**config.mk**
```make
export PLATFORM = sky130hd
export DESIGN_NAME = utf8_decoder_with_bom_strip_unit_flat
export DESIGN_NICKNAME = d
export VERILOG_FILES = /design/src/hw/rtl/u8d_pkg.sv /design/src/hw/rtl/u8d_in_if.sv /design/src/hw/rtl/u8d_out_if.sv /design/src/hw/rtl/u8d_cfg_if.sv /design/src/hw/rtl/u8d_step.sv /design/src/hw/rtl/u8d_out_reg.sv /design/src/hw/rtl/utf8_decoder_with_bom_strip_unit.sv /design/src/flat_wrapper.sv
export SDC_FILE = /design/constraint.sdc
export NUM_CORES = 1
export LEC_CHECK = 0
export BUFFER_PORTS_ARGS = -buffer_cell sky130_fd_sc_hd__buf_2
export CAP_MARGIN = 20
export CORE_MARGIN = 3
export CORE_UTILIZATION = 52
export CTS_BUF_LIST = sky130_fd_sc_hd__clkbuf_4
export DETAILED_ROUTE_END_ITERATION = 16
export GPL_TIMING_DRIVEN = 0
export PLACE_DENSITY = 0.78
export SYNTH_ARGS = -nofsm -noshare
export SYNTH_HDL_FRONTEND = slang
export SYNTH_SLANG_ARGS = --single-unit
export TNS_END_PERCENT = 30
```
**constraint.sdc**
```tcl
create_clock -name clk_i -period 3.1 [get_ports clk_i]
set_clock_uncertainty 0.05 [all_clocks]
set_input_delay 0.465 -clock clk_i [delete_from_list [all_inputs] [get_ports clk_i]]
set_output_delay 0.465 -clock clk_i [all_outputs]
set_load 0.05 [all_outputs]
```
**src/hw/rtl/u8d_pkg.sv**
```systemverilog
// ----------------------------------------------------------------------------
// u8d_pkg
// Shared types and constants for the UTF-8 decoder with BOM strip.
// ----------------------------------------------------------------------------
package u8d_pkg;

  localparam int unsigned ByteW = 8;
  localparam int unsigned CpW   = 21;
  localparam int unsigned StW   = 3;
  localparam int unsigned RemW  = 2;

  localparam logic [CpW-1:0] BomCodepoint = 21'h00FEFF;

  typedef enum logic [StW-1:0] {
    ST_CODEPOINT    = 3'd0,
    ST_END          = 3'd1,
    ST_UNEXP_CONT   = 3'd2,
    ST_INVALID_CONT = 3'd3,
    ST_TRUNCATED    = 3'd4,
    ST_BAD_LEAD     = 3'd5
  } status_e;

  typedef struct packed {
    logic [CpW-1:0] codepoint;
    status_e        status;
  } result_t;

  typedef struct packed {
    logic [CpW-1:0]  acc;
    logic [RemW-1:0] rem;
    logic            armed;
  } dec_state_t;

  typedef struct packed {
    logic    emit;
    result_t res;
  } step_out_t;

endpackage

```
**src/hw/rtl/u8d_in_if.sv**
```systemverilog
// ----------------------------------------------------------------------------
// u8d_in_if
// Byte request channel: one raw byte or an end-of-input marker.
// ----------------------------------------------------------------------------
interface u8d_in_if;
  logic                      valid;
  logic                      ready;
  logic [u8d_pkg::ByteW-1:0] data_byte;
  logic                      end_of_input;

  modport source (output valid, output data_byte, output end_of_input, input ready);
  modport sink   (input valid, input data_byte, input end_of_input, output ready);
endinterface

```
**src/hw/rtl/u8d_out_if.sv**
```systemverilog
// ----------------------------------------------------------------------------
// u8d_out_if
// Result channel: a codepoint, an end marker or an error code.
// ----------------------------------------------------------------------------
interface u8d_out_if;
  logic                    valid;
  logic                    ready;
  logic [u8d_pkg::CpW-1:0] codepoint;
  u8d_pkg::status_e        status;

  modport source (output valid, output codepoint, output status, input ready);
  modport sink   (input valid, input codepoint, input status, output ready);
endinterface

```
**src/hw/rtl/u8d_cfg_if.sv**
```systemverilog
// ----------------------------------------------------------------------------
// u8d_cfg_if
// Configuration write channel for the strip_bom register.
// ----------------------------------------------------------------------------
interface u8d_cfg_if;
  logic valid;
  logic ready;
  logic strip_bom;

  modport source (output valid, output strip_bom, input ready);
  modport sink   (input valid, input strip_bom, output ready);
endinterface

```
**src/hw/rtl/u8d_step.sv**
```systemverilog
// ----------------------------------------------------------------------------
// u8d_step
// Decode step: next decoder state and optional result for one input byte or end marker.
// ----------------------------------------------------------------------------
module u8d_step (
  input  u8d_pkg::dec_state_t         state_i,
  input  logic [u8d_pkg::ByteW-1:0]   data_byte_i,
  input  logic                        end_of_input_i,
  output u8d_pkg::dec_state_t         state_o,
  output u8d_pkg::step_out_t          out_o
);
  import u8d_pkg::*;

  logic [ByteW-1:0] cont;
  logic [CpW-1:0]   shifted;
  logic             fin;
  logic [CpW-1:0]   fin_cp;

  assign cont    = data_byte_i ^ 8'h80;
  assign shifted = {state_i.acc[CpW-7:0], cont[5:0]};

  always_comb begin
    state_o          = state_i;
    out_o.emit       = 1'b0;
    out_o.res.codepoint = '0;
    out_o.res.status    = ST_CODEPOINT;
    fin    = 1'b0;
    fin_cp = '0;

    if (end_of_input_i) begin
      out_o.emit = 1'b1;
      if (state_i.rem != '0) begin
        state_o.rem      = '0;
        state_o.acc      = '0;
        out_o.res.status = ST_TRUNCATED;
      end else begin
        state_o.armed    = 1'b0;
        out_o.res.status = ST_END;
      end
    end else if (state_i.rem != '0) begin
      if (cont[7:6] != 2'b00) begin
        // not a continuation: drop the pending sequence
        state_o.rem      = '0;
        state_o.acc      = '0;
        out_o.emit       = 1'b1;
        out_o.res.status = ST_INVALID_CONT;
      end else begin
        state_o.acc = shifted;
        state_o.rem = state_i.rem - 2'd1;
        if (state_i.rem == 2'd1) begin
          fin    = 1'b1;
          fin_cp = shifted;
        end
      end
    end else if (data_byte_i inside {[8'h00:8'h7F]}) begin
      fin    = 1'b1;
      fin_cp = {{(CpW-ByteW){1'b0}}, data_byte_i};
    end else if (data_byte_i inside {[8'h80:8'hBF]}) begin
      out_o.emit       = 1'b1;
      out_o.res.status = ST_UNEXP_CONT;
    end else if (data_byte_i inside {[8'hC0:8'hDF]}) begin
      state_o.acc = {{(CpW-5){1'b0}}, data_byte_i[4:0]};
      state_o.rem = 2'd1;
    end else if (data_byte_i inside {[8'hE0:8'hEF]}) begin
      state_o.acc = {{(CpW-4){1'b0}}, data_byte_i[3:0]};
      state_o.rem = 2'd2;
    end else if (data_byte_i inside {[8'hF0:8'hF7]}) begin
      state_o.acc = {{(CpW-3){1'b0}}, data_byte_i[2:0]};
      state_o.rem = 2'd3;
    end else begin
      out_o.emit       = 1'b1;
      out_o.res.status = ST_BAD_LEAD;
    end

    if (fin) begin
      // first decoded codepoint disarms the check; drop it if it is the mark
      state_o.armed       = 1'b0;
      out_o.emit          = !(state_i.armed && (fin_cp == BomCodepoint));
      out_o.res.codepoint = fin_cp;
      out_o.res.status    = ST_CODEPOINT;
    end
  end

endmodule

```
**src/hw/rtl/u8d_out_reg.sv**
```systemverilog
// ----------------------------------------------------------------------------
// u8d_out_reg
// Result register: holds one result until the sink takes it.
// ----------------------------------------------------------------------------
module u8d_out_reg (
  input  logic             clk_i,
  input  logic             rst_ni,
  input  logic             load_i,
  input  u8d_pkg::result_t res_i,
  output logic             can_load_o,
  output logic             valid_o,
  input  logic             ready_i,
  output u8d_pkg::result_t res_o
);
  import u8d_pkg::*;

  logic    valid_q, valid_d;
  result_t res_q;

  assign can_load_o = !valid_q || ready_i;
  assign valid_d    = load_i || (valid_q && !ready_i);

  always_ff @(posedge clk_i or negedge rst_ni) begin
    if (!rst_ni) begin
      valid_q <= 1'b0;
    end else begin
      valid_q <= valid_d;
    end
  end

  always_ff @(posedge clk_i) begin
    if (load_i) begin
      res_q <= res_i;
    end
  end

  assign valid_o = valid_q;
  assign res_o   = res_q;

endmodule

```
**src/hw/rtl/utf8_decoder_with_bom_strip_unit.sv**
```systemverilog
// ----------------------------------------------------------------------------
// utf8_decoder_with_bom_strip_unit
// Lax UTF-8 decoder with optional removal of a leading byte order mark.
// ----------------------------------------------------------------------------
//  channel | dir | payload                      | request
//  --------+-----+------------------------------+-------------------------
//  in_i    | in  | data_byte[7:0], end_of_input | one byte or end marker
//  out_o   | out | codepoint[20:0], status[2:0] | one result
//  cfg_i   | in  | strip_bom                    | write of strip_bom
//
//  One byte is accepted per cycle unless a result stalls; a byte's result
//  goes from the input register through decode into the result register.
//  The decoder state register feeds back only through the single decode step.
//  Reset clears the pending sequence and arms the BOM check.
//  A stalled result register holds an input byte that has a result, so ready drops.
// ----------------------------------------------------------------------------
module utf8_decoder_with_bom_strip_unit (
  input  logic       clk_i,
  input  logic       rst_ni,
  u8d_in_if.sink     in_i,
  u8d_out_if.source  out_o,
  u8d_cfg_if.sink    cfg_i
);
  import u8d_pkg::*;

  logic             in_valid_q, in_valid_d;
  logic [ByteW-1:0] byte_q;
  logic             eoi_q;
  dec_state_t       state_q, state_d, step_state;
  step_out_t        step;
  logic             can_load;
  logic             adv;
  logic             in_fire;
  logic             cfg_fire;
  result_t          out_res;

  assign cfg_i.ready = 1'b1;
  assign cfg_fire    = cfg_i.valid;

  // advance when the result register can take the decoded byte's result or it needs no slot
  assign adv         = in_valid_q && (!step.emit || can_load);
  assign in_i.ready  = !in_valid_q || adv;
  assign in_fire     = in_i.valid && in_i.ready;
  assign in_valid_d  = in_fire || (in_valid_q && !adv);

  always_ff @(posedge clk_i or negedge rst_ni) begin
    if (!rst_ni) begin
      in_valid_q <= 1'b0;
    end else begin
      in_valid_q <= in_valid_d;
    end
  end

  always_ff @(posedge clk_i) begin
    if (in_fire) begin
      byte_q <= in_i.data_byte;
      eoi_q  <= in_i.end_of_input;
    end
  end

  u8d_step u_step (
    .state_i        (state_q),
    .data_byte_i    (byte_q),
    .end_of_input_i (eoi_q),
    .state_o        (step_state),
    .out_o          (step)
  );

  always_comb begin
    state_d = state_q;
    if (adv) begin
      state_d = step_state;
    end
    if (cfg_fire) begin
      state_d.armed = cfg_i.strip_bom;
    end
  end

  always_ff @(posedge clk_i or negedge rst_ni) begin
    if (!rst_ni) begin
      state_q.acc   <= '0;
      state_q.rem   <= '0;
      state_q.armed <= 1'b1;
    end else begin
      state_q <= state_d;
    end
  end

  u8d_out_reg u_out_reg (
    .clk_i      (clk_i),
    .rst_ni     (rst_ni),
    .load_i     (adv && step.emit),
    .res_i      (step.res),
    .can_load_o (can_load),
    .valid_o    (out_o.valid),
    .ready_i    (out_o.ready),
    .res_o      (out_res)
  );

  assign out_o.codepoint = out_res.codepoint;
  assign out_o.status    = out_res.status;

  // an aborted sequence leaves nothing pending
  a_abort_clears: assert property (@(posedge clk_i) disable iff (!rst_ni)
    adv && step.emit &&
    (step.res.status == ST_TRUNCATED || step.res.status == ST_INVALID_CONT)
    |=> state_q.rem == '0)
    else $error("pending sequence survived an error");

  // end of input with nothing pending disarms the BOM check
  a_end_disarms: assert property (@(posedge clk_i) disable iff (!rst_ni)
    adv && step.emit && step.res.status == ST_END && !cfg_fire
    |=> !state_q.armed)
    else $error("BOM check still armed after end of input");

  // only a codepoint result carries a nonzero codepoint
  a_cp_zero: assert property (@(posedge clk_i) disable iff (!rst_ni)
    out_o.valid && out_o.status != ST_CODEPOINT |-> out_o.codepoint == '0)
    else $error("error or end result carries a codepoint");

  // a byte waiting in the input register is never lost
  a_in_hold: assert property (@(posedge clk_i) disable iff (!rst_ni)
    in_valid_q && !adv |=> in_valid_q && $stable(byte_q) && $stable(eoi_q))
    else $error("stalled input byte was lost");

  // a decoded result is loaded only into a free result register
  a_no_overrun: assert property (@(posedge clk_i) disable iff (!rst_ni)
    adv && step.emit |-> !out_o.valid || out_o.ready)
    else $error("result register overrun");

endmodule

```
**src/flat_wrapper.sv**
```systemverilog
// flat-port wrapper written by rule: the top's interface ports become plain ports
module utf8_decoder_with_bom_strip_unit_flat import u8d_pkg::*;
  (clk_i, rst_ni, in_i_valid, in_i_data_byte, in_i_end_of_input, in_i_ready, out_o_valid, out_o_codepoint, out_o_status, out_o_ready, cfg_i_valid, cfg_i_strip_bom, cfg_i_ready);
  u8d_in_if in_i_i ();
  u8d_out_if out_o_i ();
  u8d_cfg_if cfg_i_i ();
  input  logic clk_i;
  input  logic rst_ni;
  input wire logic [$bits(in_i_i.valid)-1:0] in_i_valid;
  input wire logic [$bits(in_i_i.data_byte)-1:0] in_i_data_byte;
  input wire logic [$bits(in_i_i.end_of_input)-1:0] in_i_end_of_input;
  output wire logic [$bits(in_i_i.ready)-1:0] in_i_ready;
  output wire logic [$bits(out_o_i.valid)-1:0] out_o_valid;
  output wire logic [$bits(out_o_i.codepoint)-1:0] out_o_codepoint;
  output wire logic [$bits(out_o_i.status)-1:0] out_o_status;
  input wire logic [$bits(out_o_i.ready)-1:0] out_o_ready;
  input wire logic [$bits(cfg_i_i.valid)-1:0] cfg_i_valid;
  input wire logic [$bits(cfg_i_i.strip_bom)-1:0] cfg_i_strip_bom;
  output wire logic [$bits(cfg_i_i.ready)-1:0] cfg_i_ready;
  assign in_i_i.valid = in_i_valid;
  assign in_i_i.data_byte = in_i_data_byte;
  assign in_i_i.end_of_input = in_i_end_of_input;
  assign in_i_ready = in_i_i.ready;
  assign out_o_valid = out_o_i.valid;
  assign out_o_codepoint = out_o_i.codepoint;
  assign out_o_status = out_o_i.status;
  assign out_o_i.ready = out_o_ready;
  assign cfg_i_i.valid = cfg_i_valid;
  assign cfg_i_i.strip_bom = cfg_i_strip_bom;
  assign cfg_i_ready = cfg_i_i.ready;
  utf8_decoder_with_bom_strip_unit u_core (.clk_i(clk_i), .rst_ni(rst_ni), .in_i(in_i_i), .out_o(out_o_i), .cfg_i(cfg_i_i));
endmodule
```
# Yosys cells after proc, flatten, opt, wreduce, memory -nomap -nowiden
# Index checks and enable logic that the tools add are counted.
dict set report op_classes {
  add_sub_neg 1
  bitwise 1
  eq_ne 6
  magnitude_cmp 10
  reduce_logical 29
  muxes 42
}
# op count
set op_table {}
lappend op_table {{17-bit 2-to-1 mux} 9}
lappend op_table {{21-bit 2-to-1 mux} 4}
lappend op_table {{8-bit greater-or-equal comparator (second input constant)} 4}
lappend op_table {{8-bit less-or-equal comparator (second input constant)} 4}
lappend op_table {{25-bit 2-to-1 mux} 1}
lappend op_table {{3-bit 2-to-1 mux} 8}
lappend op_table {{21-bit by 16-bit == test with 1-bit output (second input constant)} 1}
lappend op_table {{1-bit 2-to-1 mux} 18}
lappend op_table {{1-bit logical AND} 11}
lappend op_table {{8-bit by 1-bit greater-or-equal comparator with 1-bit output (second input constant)} 1}
lappend op_table {{8-bit by 7-bit less-or-equal comparator with 1-bit output (second input constant)} 1}
lappend op_table {{8-bit 2-to-1 mux} 1}
lappend op_table {{1-bit logical NOT} 6}
lappend op_table {{2-bit inequality test (second input constant)} 3}
lappend op_table {{2-bit nonzero test} 3}
lappend op_table {{1-bit logical OR} 5}
lappend op_table {{5-bit AND reduction} 1}
lappend op_table {{4-bit nonzero test} 1}
lappend op_table {{3-bit inequality test (second input constant)} 1}
lappend op_table {{3-bit AND reduction} 1}
lappend op_table {{3-bit nonzero test} 1}
lappend op_table {{2-bit by 1-bit == test with 1-bit output (second input constant)} 1}
lappend op_table {{2-bit 2-to-1 mux} 1}
lappend op_table {{2-bit by 1-bit subtractor with 2-bit output (second input constant)} 1}
lappend op_table {{1-bit NOT} 1}
dict set report totals {
  reg_bits 53
  inputBits 15
  out_inout_bits 27
  wordCells 98
}

# Longest topological paths before layout
# Gate-level depths: netlist of the first run.
dict set report logic_depth {
  ltp_word 16
  mapped_depth 8
}

# Hierarchy
# From an unflattened synthesis of the first run, not the netlist that was laid out.
dict set report hier_totals {
  hier_cells 210
  hier_area_um2 2926.6
}
# module cells_each area_per_inst_um2 seq_area_each_um2 instances
set modules_own_cells {}
lappend modules_own_cells {utf8_decoder_with_bom_strip_unit 73 1366.3 897.1 1}
lappend modules_own_cells {u8d_step 110 792.0 0.0 1}
lappend modules_own_cells {u8d_out_reg 27 768.2 745.7 1}

# Worst setup path before layout of the first run
# Ideal clock, no wire load.
dict set report synth_path {
  path_type {register to register}
  start {reg u_core.state_q[1] (netlist name)}
  end {reg u_core.u_out_reg.res_q, in the netlist u_core.u_out_reg.res_o[0] (enable)}
  n_path_buf 0
  required_time_ps 2645
  synth_period_minus_slack_ps 3105
  path_stages_with_launch 8
  path_slack_ps -5
  arrival_time_ps 2650
  path_cell_list {dfrtp_1 inv_1 ha_1 and4bb_2 a41oi_1 nor4_4 or2_2 nor2_1}
}
dict set report synth_via {
  elab_chain_len 13
  word_cells_on_any_way 20
}
# element line_no
set synth_rtl {}
lappend synth_rtl {{start, declared} utf8_decoder_with_bom_strip_unit.sv:29} ;# dec_state_t state_q, state_d, step_state;
lappend synth_rtl {{start signal, assigned} utf8_decoder_with_bom_strip_unit.sv:85} ;# state_q <= state_d;
lappend synth_rtl {{2-bit by 1-bit == test with 1-bit output} u8d_step.sv:50} ;# if (state_i.rem == 2'd1) begin
lappend synth_rtl {{21-bit 2-to-1 mux} u8d_step.sv:50}
lappend synth_rtl {{21-bit 2-to-1 mux} u8d_step.sv:41} ;# if (cont[7:6] != 2'b00) begin
lappend synth_rtl {{21-bit 2-to-1 mux} u8d_step.sv:40} ;# end else if (state_i.rem != '0) begin
lappend synth_rtl {{21-bit 2-to-1 mux} u8d_step.sv:30} ;# if (end_of_input_i) begin
lappend synth_rtl {{21-bit by 16-bit == test with 1-bit output} u8d_step.sv:78} ;# out_o.emit = !(state_i.armed && (fin_cp == BomCodepoint));
lappend synth_rtl {{1-bit logical AND} u8d_step.sv:78}
lappend synth_rtl {{1-bit logical NOT} u8d_step.sv:78}
lappend synth_rtl {{25-bit 2-to-1 mux *} u8d_step.sv:75} ;# if (fin) begin
lappend synth_rtl {{1-bit logical NOT} utf8_decoder_with_bom_strip_unit.sv:41} ;# assign adv = in_valid_q && (!step.emit || can_load);
lappend synth_rtl {{1-bit logical OR} utf8_decoder_with_bom_strip_unit.sv:41}
lappend synth_rtl {{1-bit logical AND} utf8_decoder_with_bom_strip_unit.sv:41}
lappend synth_rtl {{1-bit logical AND *} utf8_decoder_with_bom_strip_unit.sv:92} ;# .load_i (adv && step.emit),
lappend synth_rtl {{named net u_core.u_out_reg.load_i} u8d_out_reg.sv:8} ;# input logic load_i,
lappend synth_rtl {{end signal, assigned} u8d_out_reg.sv:33} ;# res_q <= res_i;
lappend synth_rtl {{end, declared} u8d_out_reg.sv:18} ;# result_t res_q;
# Mark *: on every way through the listed nets, which the timed path passes. The rest lies on a longest branch.
# A chain may end at the register's enable or synchronous reset.

# Worst setup path in the final report of the first run
dict set report layout_path {
  start {reg u_core.state_q[1] (netlist name)}
  end {out in_i_ready}
}
dict set report layout_via {
  elab_chain_len 13
  word_cells_on_any_way 20
}
# element line_no
set layout_rtl {}
lappend layout_rtl {{2-bit by 1-bit == test with 1-bit output} u8d_step.sv:50}
lappend layout_rtl {{21-bit 2-to-1 mux} u8d_step.sv:50}
lappend layout_rtl {{21-bit 2-to-1 mux} u8d_step.sv:41}
lappend layout_rtl {{21-bit 2-to-1 mux} u8d_step.sv:40}
lappend layout_rtl {{21-bit 2-to-1 mux} u8d_step.sv:30}
lappend layout_rtl {{21-bit by 16-bit == test with 1-bit output} u8d_step.sv:78}
lappend layout_rtl {{1-bit logical AND} u8d_step.sv:78}
lappend layout_rtl {{1-bit logical NOT} u8d_step.sv:78}
lappend layout_rtl {{25-bit 2-to-1 mux *} u8d_step.sv:75}
lappend layout_rtl {{1-bit logical NOT *} utf8_decoder_with_bom_strip_unit.sv:41}
lappend layout_rtl {{1-bit logical OR *} utf8_decoder_with_bom_strip_unit.sv:41}
lappend layout_rtl {{1-bit logical AND *} utf8_decoder_with_bom_strip_unit.sv:41}
lappend layout_rtl {{1-bit logical OR *} utf8_decoder_with_bom_strip_unit.sv:42} ;# assign in_i.ready = !in_valid_q || adv;
lappend layout_rtl {{end, declared} flat_wrapper.sv:12} ;# output wire logic [$bits(in_i_i.ready)-1:0] in_i_ready;
# Every way passes the cells marked *; elsewhere a longest branch is shown, timed or not.

==> summary.md, run 1 <==
| Metric | Value |
|---|---|
| Most frequent cells in the layout | 40 x buf_2, 33 x edfxtp_1, 19 x dfrtp_1 |
| Met3 Usage GRT | 3.830% |
| Most frequent CP cell | inv_1 |
| EDFF count, synth | 33 |
| Global-route wire length before repair | 7355 um |
| Ant diodes | 0 |
| Die width | 73.74 um |
| Final setup fails | 0 |
| Yosys top cell by area | edfxtp_1 |
| GP Congestion | 0.8604 |
| Hold WS | 0.2092 ns |
| Io pins | 42 |
| Syn Area/Cell | 12.90 um^2 |
| Overflow after GRT | 0 |
| Site Rows | 24 |
| Vias per std cell | 5.685 |
| Post-Syn Instances | 185 |
| Antenna-violating nets left | 0 |
| DP HPWL | 3152 um |
| Synth top area cells | edfxtp_1 42%, dfrtp_1 20%, and3_1 4.2% |
| RSZ-0062 raised after global routing | no |
| Max Cap Viol | 0 |
| Final wirelength | 4461 um |
| First-pass detailed-route iteration total | 4 |
| DIE AREA | 5438 um^2 |
| Core ar. | 4384 um^2 |
| GRT met2 Usage | 30.31% |
| Commonest non-fill, non-tap cell in the layout | buf_2 |
| Cell Area, Synth | 2386 um^2 |
| Fill count | 348 |
| Fmax | 345.5 MHz |
| CTS buffer count | 5 |
| Synth Flop Type | edfxtp_1 |
| Final worst-path cycle share | 93.36% |
| DR iter-0 viols | 131 |
| Total power | 2.325 mW |
| Antenna violations before repair | 0 |
| Reg clk slew, reported paths | 0.14 ns |
| Sequential fraction of the synthesis area | 62.56% |
| Root buffer cell | clkbuf_4 |
| Max-Slew Margin vs Limit | 47.39% |
| Post-synthesis register bit count | 53 |
| Max clock buf depth | 2 |
| Slew Limit Fails | 0 |
| Met1 Use GR | 22.65% |
| Multi-input gate area | 817.0 um^2 |
| Syn-to-layout area delta | 16.52% |
| Min-delay worst type | in -> reg |
| GRT Max-Usage Layer | met2 |
| Post-synth ARST share | 37.74% |
| Vias in the first global route | 1568 |
| Die height | 73.74 um |
| Final nets | 253 |
| CTS tree | built |
| CP arrival | 2.38 ns |
| Worst Setup Start Kind | register |
| Largest net degree at the start of global routing | 21 |
| Yosys top cell area share | 41.53% |
| Register area | 1493 um^2 |
| Count of cell types in the netlist | 45 |
| DRC | 0 |
| H-tree levels | 2 |
| WP data required | 2.58 ns |
| Peak supply drop | 0.0004511 V |
| CP Capture Type | output port |
| All-layer global routing usage | 18.09% |
| Synthesis Warnings | 0 |
| PortBufs | 40 |
| Final min period | 2.894 ns |
| Worst path cell trace | inv_1 -> ha_1 -> and4bb_2 -> a41oi_1 -> nor4_4 -> nor3_1 -> inv_1 -> buf_2 |
| Worst-margin pin slew | 0.7875 ns |
| Fraction of layout cells with a size suffix above 1 | 27.85% |
| Leak | 1.209 nW |
| CP peak stage delay | 0.39 ns |
| Sink Count | 53 |
| Pwr dens | 836.1 nW/um^2 |
| Slowest CP cell | dfrtp_1 |
| Worst Setup Path Type | reg -> out |
| Wire length per cell | 15.44 um |
| R2r setup slk | 0.25 ns |
| Via count | 1643 |
| Initial Util | 54.42% |
| Mapped Nets | 202 |
| Hold Vio Cnt, Final | 0 |
| Clock Latency Late Sink | 0.37 ns |
| Crit Path Max Fanout | 7 |
| Status | complete, no violations |
| Post-layout util | 63.41% |
==> cell type report <==
type                    count  area share [%]
clock inverters             2           1.215
flip-flops and latches     53           53.69
repair buffers             44           8.641
clock buffers               6           1.620
inverters                  10           1.350
multi-input cells         114           29.39
well taps                  52           2.340
plain buffers               8           1.755
==> sequential cells by signal, summed over array words and instances, names as in the netlist <==
name and cells:
u_core.u_out_reg.res_o 24, u_core.eoi_q 1, u_core.u_out_reg.valid_o 1, u_core.state_q 18, u_core.in_valid_q 1, u_core.byte_q 8
==> worst paths after layout <==
path	startpoint	to	depth (start not counted)
setup / recovery	u_core.state_q[1]	in_i_ready	8
hold / removal	in_i_data_byte[3]	u_core.byte_q[3]	1
setup reg to reg	u_core.state_q[1]	u_core.u_out_reg.res_o[22]	9
hold reg to reg	u_core.state_q[12]	u_core.state_q[12]	1
max in group asynchronous	rst_ni	u_core.state_q[0]	2
min in group asynchronous	rst_ni	u_core.in_valid_q	2
==> critical path: cells and delay by family, from the launching register on <==
kind            cells  cell delay [ns]
simple gates        3             0.64
compound gates      1             0.35
buf+inv             3             0.34
flops               1             0.39
fa+ha+maj           1             0.30
==> stage by stage <==
step | cells | setup slack, ns | cell area [um^2] | TNS (ns)
3_5_place_dp | 278 | 0.08975 | 2669 | 0
3_3_place_gp | 277 | -0.01338 | 2654 | -0.2957
5_1_grt | 289 | 0.02313 | 2780 | 0
2_1_floorplan | 185 | 0.3889 | 2389 | 0
4_1_cts | 289 | 0.05207 | 2773 | 0
6_report | 289 | 0.2057 | 2780 | 0
==> repair_timing <==
action                                  4_1_cts  5_1_grt
endpoints found under the setup margin        1       15
buffers inserted                              2        0
pin swaps                                     2        0
hold buffers                                  1        0
cloned                                        0        0
endpoints found under the hold margin        19        0
resized for setup                             0        2
==> metal layers <==
layer / wire (um) / share of wire (%)
met5: 0 / 0
met4: 73 / 1.6
met3: 217 / 4.9
met2: 2244 / 50
met1: 1925 / 43
==> Yosys cell counts (2+ instances only) <==
master and instances:
a21oi_1 2, a41oi_1 2, or2_2 2, edfxtp_1 33, inv_1 10, nor2b_1 3
ha_1 2, nand2_1 10, buf_6 2, o31ai_1 3, nor2_1 6, dfrtp_1 19
a2bb2oi_1 2, and2_1 6, nand3_1 12, clkbuf_1 5, nor3_1 2, o21ai_0 7
mux2i_1 5, o2bb2ai_1 10, nand2b_1 2, and3_1 16, nand4_1 2
==> kinds of logic after synthesis <==
logic type                 after synthesis  synth area share, %
and+or+nand+nor                         70                18.25
DFF                                     53                62.56
AOI/OAI and AO/OA                       33                10.80
buffers and inverters                   18                3.619
muxes                                    7                3.199
adders and majority gates                2                1.049
other                                    1               0.1572
xor gates and xnor gates                 1               0.3671
==> report_power, final <==
group          switching, mW  internal [mW]
Sequential            0.0846          0.935
Clock                  0.206          0.177
Combinational          0.660          0.262
(Power assumes the default switching activity.)
==> run 2: changes to the inputs <==
--- a/config.mk
+++ b/config.mk
@@ -7,6 +7,7 @@
 export LEC_CHECK = 0
 export BUFFER_PORTS_ARGS = -buffer_cell sky130_fd_sc_hd__buf_2
 export CAP_MARGIN = 20
+export CORE_ASPECT_RATIO = 1.2
 export CORE_MARGIN = 3
 export CORE_UTILIZATION = 52
 export CTS_BUF_LIST = sky130_fd_sc_hd__clkbuf_4
==> run 2 against run 1 <==
Power increased by 3.5%. Sequential share of layout area fell by 0.48 points. Maximum frequency is 0.63% lower. Register-to-register slack got worse by 0.06 ns. Combinational power decreased by 1%. Cell area grew 0.90%.
==> summary.md, run 2 (synthesis gave the netlist of run 1 again) <==
| Metric | Value |
|---|---|
| Pwr dens | 857.8 nW/um^2 |
| Die width | 67.84 um |
| Status | complete, no violations |
| Wire length per cell | 15.49 um |
| Max Cap Viol | 0 |
| H-tree levels | 2 |
| Sink Count | 53 |
| CP Capture Type | register |
| Fraction of layout cells with a size suffix above 1 | 27.85% |
| Initial Util | 55.15% |
| HP Start | in_i_end_of_input |
| Vias per std cell | 5.604 |
| Largest net degree at the start of global routing | 25 |
| Total power | 2.406 mW |
| DP HPWL | 3221 um |
| Commonest non-fill, non-tap cell in the layout | buf_2 |
| Root buffer cell | clkbuf_4 |
| CP peak stage delay | 0.53 ns |
| CP startpoint | u_core.state_q[1] |
| Final setup fails | 0 |
| Max clock buf depth | 2 |
| Overflow after GRT | 0 |
| All-layer global routing usage | 18.69% |
| Reg clk slew, reported paths | 0.15 ns |
| Crit Path Max Fanout | 24 |
| GP Congestion | 0.8166 |
| Via count | 1642 |
| Post-route cell area | 2805 um^2 |
| Antenna violations before repair | 0 |
| Clock Latency Late Sink | 0.38 ns |
| CTS tree | built |
| RSZ-0062 raised after global routing | no |
| Register area | 1493 um^2 |
| Multi-input gate area | 814.5 um^2 |
| Worst Setup Start Kind | register |
| Slowest CP cell | nor2_4 |
| DRC | 0 |
| Peak supply drop | 0.0004082 V |
| Syn-to-layout area delta | 17.57% |
| Final worst-path cycle share | 93.96% |
| Worst path cell trace | inv_1 -> ha_1 -> and4bb_2 -> a41oi_1 -> nor4_4 -> buf_4 -> or2_2 -> nor2_4 |
| Max-Slew Margin vs Limit | 49.91% |
| Worst reg2reg startpoint | u_core.state_q[1] |
| Fmax | 343.3 MHz |
| Worst Setup Path Type | reg -> reg |
| R2r setup slk | 0.19 ns |
| Antenna-violating nets left | 0 |
| CTS buffer count | 5 |
| Slew Limit Fails | 0 |
| PortBufs | 40 |
| Vias in the first global route | 1596 |
| Io pins | 42 |
| Final min period | 2.913 ns |
| Global-route wire length before repair | 7562 um |
| Fill count | 325 |
| Leak | 1.222 nW |
| Min-delay worst type | in -> reg |
| CP arrival | 2.88 ns |
| First-pass detailed-route iteration total | 4 |
| WP data required | 3.07 ns |
| Worst-margin pin slew | 0.7498 ns |
| Die height | 80.21 um |
| Max FFs per register | 24 |
| Final nets | 253 |
| Site Rows | 26 |
| Placement Cell Area | 2659 um^2 |
| Ant diodes | 0 |
| DR iter-0 viols | 124 |
| DIE AREA | 5441 um^2 |
| Final wirelength | 4539 um |
| Hold Vio Cnt, Final | 0 |
| Most frequent cells in the layout | 39 x buf_2, 33 x edfxtp_1, 19 x dfrtp_1 |
| Core ar. | 4327 um^2 |
[run 2: metal layers]
| layer | track usage (%) | routed length, um | vias to the layer above |
|---|---|---|---|
| met4 | 6.561 | 87 | 0 |
| met1 | 23.36 | 1861 | 792 |
| met3 | 4.196 | 245 | 10 |
| met2 | 31.45 | 2344 | 46 |
| li1 | - | - | 794 |
| met5 | 0 | 0 | - |
[run 2: power by group]
| group | internal (mW) | total [mW] | switching, mW |
|---|---|---|---|
| Clock | 0.254 | 0.475 | 0.221 |
| Sequential | 0.935 | 1.02 | 0.0849 |
| Combinational | 0.250 | 0.911 | 0.660 |
[run 2: cell type report]
type                    count  area share, %
flip-flops and latches     53          53.21
multi-input cells         114          29.04
repair buffers             44          8.385
well taps                  56          2.498
clock inverters             3          2.453
plain buffers               8          1.740
clock buffers               5          1.338
inverters                  10          1.338
[run 2: final timing paths]
path,end,depth (start not counted)
min,u_core.eoi_q,1
max reg2reg,u_core.u_out_reg.res_o[7],8
max,u_core.u_out_reg.res_o[7],8
max in group asynchronous,u_core.state_q[0],2
min reg2reg,u_core.state_q[12],1
min in group asynchronous,u_core.state_q[8],2
[run 2: stage by stage]
stage	util, %	hold slack, ns	setup WS [ns]	std cells	setup TNS, ns
detailed placement	61.45	0.4021	-0.04612	281	-1.061
finish	64.84	0.2100	0.1873	293	0
global route	64.84	0.1828	0.01454	293	0
global placement	61.45	0.3976	0.07435	281	0
floorplan	-	0.1194	0.3889	185	0
CTS	64.49	0.1968	0.001267	291	0
[run 2: critical path: cells and delay by family, from the launching register on]
family,cells,cell delay (ns)
compound gates,1,0.31
simple gates,4,1.21
fa+ha+maj,1,0.31
buf+inv,2,0.26
flops,1,0.40
[run 2: what timing repair did]
item	CTS	global route
gates resized for setup	2	0
endpoints found under the setup margin	25	10
hold buffers	1	0
pin swaps	2	3
endpoints found under the hold margin	19	0
buffers inserted	1	2
==> run 3: changes to the inputs <==
--- a/config.mk
+++ b/config.mk
@@ -6,14 +6,14 @@
 export NUM_CORES = 1
 export LEC_CHECK = 0
 export BUFFER_PORTS_ARGS = -buffer_cell sky130_fd_sc_hd__buf_2
-export CAP_MARGIN = 20
-export CORE_ASPECT_RATIO = 1.2
+export CAP_MARGIN = 10
 export CORE_MARGIN = 3
 export CORE_UTILIZATION = 52
 export CTS_BUF_LIST = sky130_fd_sc_hd__clkbuf_4
 export DETAILED_ROUTE_END_ITERATION = 16
 export GPL_TIMING_DRIVEN = 0
 export PLACE_DENSITY = 0.78
+export SLEW_MARGIN = 20
 export SYNTH_ARGS = -nofsm -noshare
 export SYNTH_HDL_FRONTEND = slang
 export SYNTH_SLANG_ARGS = --single-unit
==> run 3 against run 2 <==
Hold slack improved by 0.0066 ns. Critical endpoint is now in_i_ready. Setup slack got worse by 0.014 ns. Largest cell class unchanged. Register-to-register slack gained 0.07 ns. Maximum frequency fell by 0.47%. Global-route usage fell by 0.94 points. Cell area decreased by 1.2%. Non-clock buffer count did not move. Final cell count is 1.4% lower. Critical path depth is the same.
==> summary.md, run 3 (synthesis gave the netlist of run 1 again) <==
| Metric | Value |
|---|---|
| Status | complete, no violations |
| CTS tree | built |
| Worst Setup Start Kind | register |
| Reg2reg path depth | 7 |
| Syn-to-layout area delta | 16.15% |
| Commonest non-fill, non-tap cell in the layout | buf_2 |
| PortBufs | 40 |
| CP Capture Type | output port |
| Antenna-violating nets left | 0 |
| Die width | 73.74 um |
| Met1 Use GR | 21.86% |
| Hold WS | 0.2166 ns |
| Psw | 947.4 uW |
| Met3 Usage GRT | 3.830% |
| Pwr dens | 814.9 nW/um^2 |
| Combinational share of power | 41.2% |
| Max-Slew Margin vs Limit | 43.63% |
| Fin Setup TNS | 0 ns |
| Global-route wire length before repair | 7258 um |
| Leak | 1.199 nW |
| Via count | 1627 |
| Fill count | 337 |
| Max Cap Viol | 0 |
| Peak supply drop | 0.0004985 V |
| First-pass detailed-route iteration total | 4 |
| DR iter-0 viols | 109 |
| GRT Max-Usage Layer | met2 |
| Vias per std cell | 5.630 |
| Final min period | 2.926 ns |
| RSZ-0062 raised after global routing | no |
| Sink Count | 53 |
| Fmax | 341.7 MHz |
| Reg-to-Reg End | u_core.byte_q[2] |
| Slew Limit Fails | 0 |
| Clock share of power | 13.6% |
| Root buffer cell | clkbuf_4 |
| DIE AREA | 5438 um^2 |
| Hold Vio Cnt, Final | 0 |
| Ant diodes | 0 |
| Pint | 1.311 mW |
| HP Start | in_i_data_byte[3] |
| Switching Share | 41.95% |
| Worst Hold Path EP | u_core.byte_q[3] |
| Final setup fails | 0 |
| Final nets | 253 |
| Antenna violations before repair | 0 |
| Reg power frac | 45.1% |
| All-layer global routing usage | 17.75% |
| Final worst-path cycle share | 94.40% |
| Fraction of layout cells with a size suffix above 1 | 28.69% |
| WP data required | 2.58 ns |
| Vias in the first global route | 1556 |
| DP HPWL | 3098 um |
| R2r setup slk | 0.26 ns |
| Most frequent cells in the layout | 39 x buf_2, 33 x edfxtp_1, 19 x dfrtp_1 |
| CTS buffer count | 5 |
| Crit Path Max Fanout | 7 |
| H-tree levels | 2 |
| Worst-margin pin slew | 0.8438 ns |
| Worst reg2reg startpoint | u_core.state_q[2] |
| Die height | 73.74 um |
| Max clock buf depth | 2 |
| Reg clk slew, reported paths | 0.14 ns |
| Max FFs per register | 24 |
| Site Rows | 24 |
| Largest net degree at the start of global routing | 25 |
| Io pins | 42 |
| Hold path depth | 1 |
| Final wirelength | 4415 um |
| GRT met2 Usage | 30.12% |
| Worst Setup Path Type | reg -> out |
| Initial Util | 54.42% |
| Core ar. | 4384 um^2 |
| Wire length per cell | 15.28 um |
| Min-delay worst type | in -> reg |
| GP Congestion | 0.8604 |
| Clock Latency Late Sink | 0.36 ns |
| CP arrival | 2.41 ns |
| DRC | 0 |
| Overflow after GRT | 0 |
-- run 3: timing repair --
item                                    CTS  global route
endpoints found under the setup margin    1            10
pin swaps                                 2             1
buffers inserted                          1             2
hold endpoints to repair                 19             0
hold buffers                              1             0
gates resized for setup                   0             4
-- run 3: worst max path at each step --
stage                            from                    endpoint  cells after the start
CTS                 u_core.state_q[2]                  in_i_ready                      8
global placement    u_core.state_q[1]  u_core.u_out_reg.res_o[12]                      7
finish              u_core.state_q[2]                  in_i_ready                      8
global route        u_core.state_q[2]                  in_i_ready                      8
detailed placement  u_core.state_q[1]            u_core.byte_q[0]                      7
floorplan           u_core.state_q[1]   u_core.u_out_reg.res_o[0]                      7
-- run 3: layer usage --
| metal | routed length, um | vias up |
|---|---|---|
| li1 | - | 790 |
| met1 | 1860 | 783 |
| met2 | 2283 | 47 |
| met3 | 196 | 7 |
| met4 | 75 | 0 |
| met5 | 0 | - |
-- run 3: critical path, cell delays in order (launching register included) --
cell	delay [ns]
dfrtp_1	0.39
inv_1	0.12
ha_1	0.34
and4bb_2	0.27
a41oi_1	0.09
nor4_4	0.46
nor3_2	0.10
inv_1	0.06
clkbuf_4	0.22
-- run 3: area by class of cell --
type | instances | area, um^2 | share of cell area [%]
Sequential cell | 53 | 1493 | 53.86
Multi-Input combinational cell | 114 | 832.0 | 30.02
Timing Repair Buffer | 44 | 235.2 | 8.488
Tap cell | 52 | 65.06 | 2.348
Clock buffer | 7 | 52.55 | 1.896
Buffer | 8 | 48.80 | 1.761
Inverter | 10 | 37.54 | 1.354
Clock inverter | 1 | 7.507 | 0.2709
-- run 3: power by group through the flow --
stage	logic [mW]	registers, mW	clock network, mW
final	0.931	1.02	0.308
after global routing	1.01	1.04	0.342
after floorplan	0.414	1.31	0
after CTS	0.911	1.02	0.320
after global placement	0.886	1.03	0
after detailed placement	0.902	1.04	0
-- run 3: stage by stage --
| step | cell area (um^2) | power, mW | utilization, % | instances | worst slack [ns] |
|---|---|---|---|---|---|
| floorplan | 2389 | 1.721 | - | 185 | 0.3889 |
| global placement | 2654 | 1.920 | 60.53 | 277 | -0.01338 |
| detailed placement | 2659 | 1.937 | 60.65 | 277 | 0.08383 |
| CTS | 2736 | 2.250 | 62.41 | 287 | 0.003952 |
| global route | 2771 | 2.390 | 63.21 | 289 | 0.02859 |
| finish | 2771 | 2.258 | 63.21 | 289 | 0.1735 |
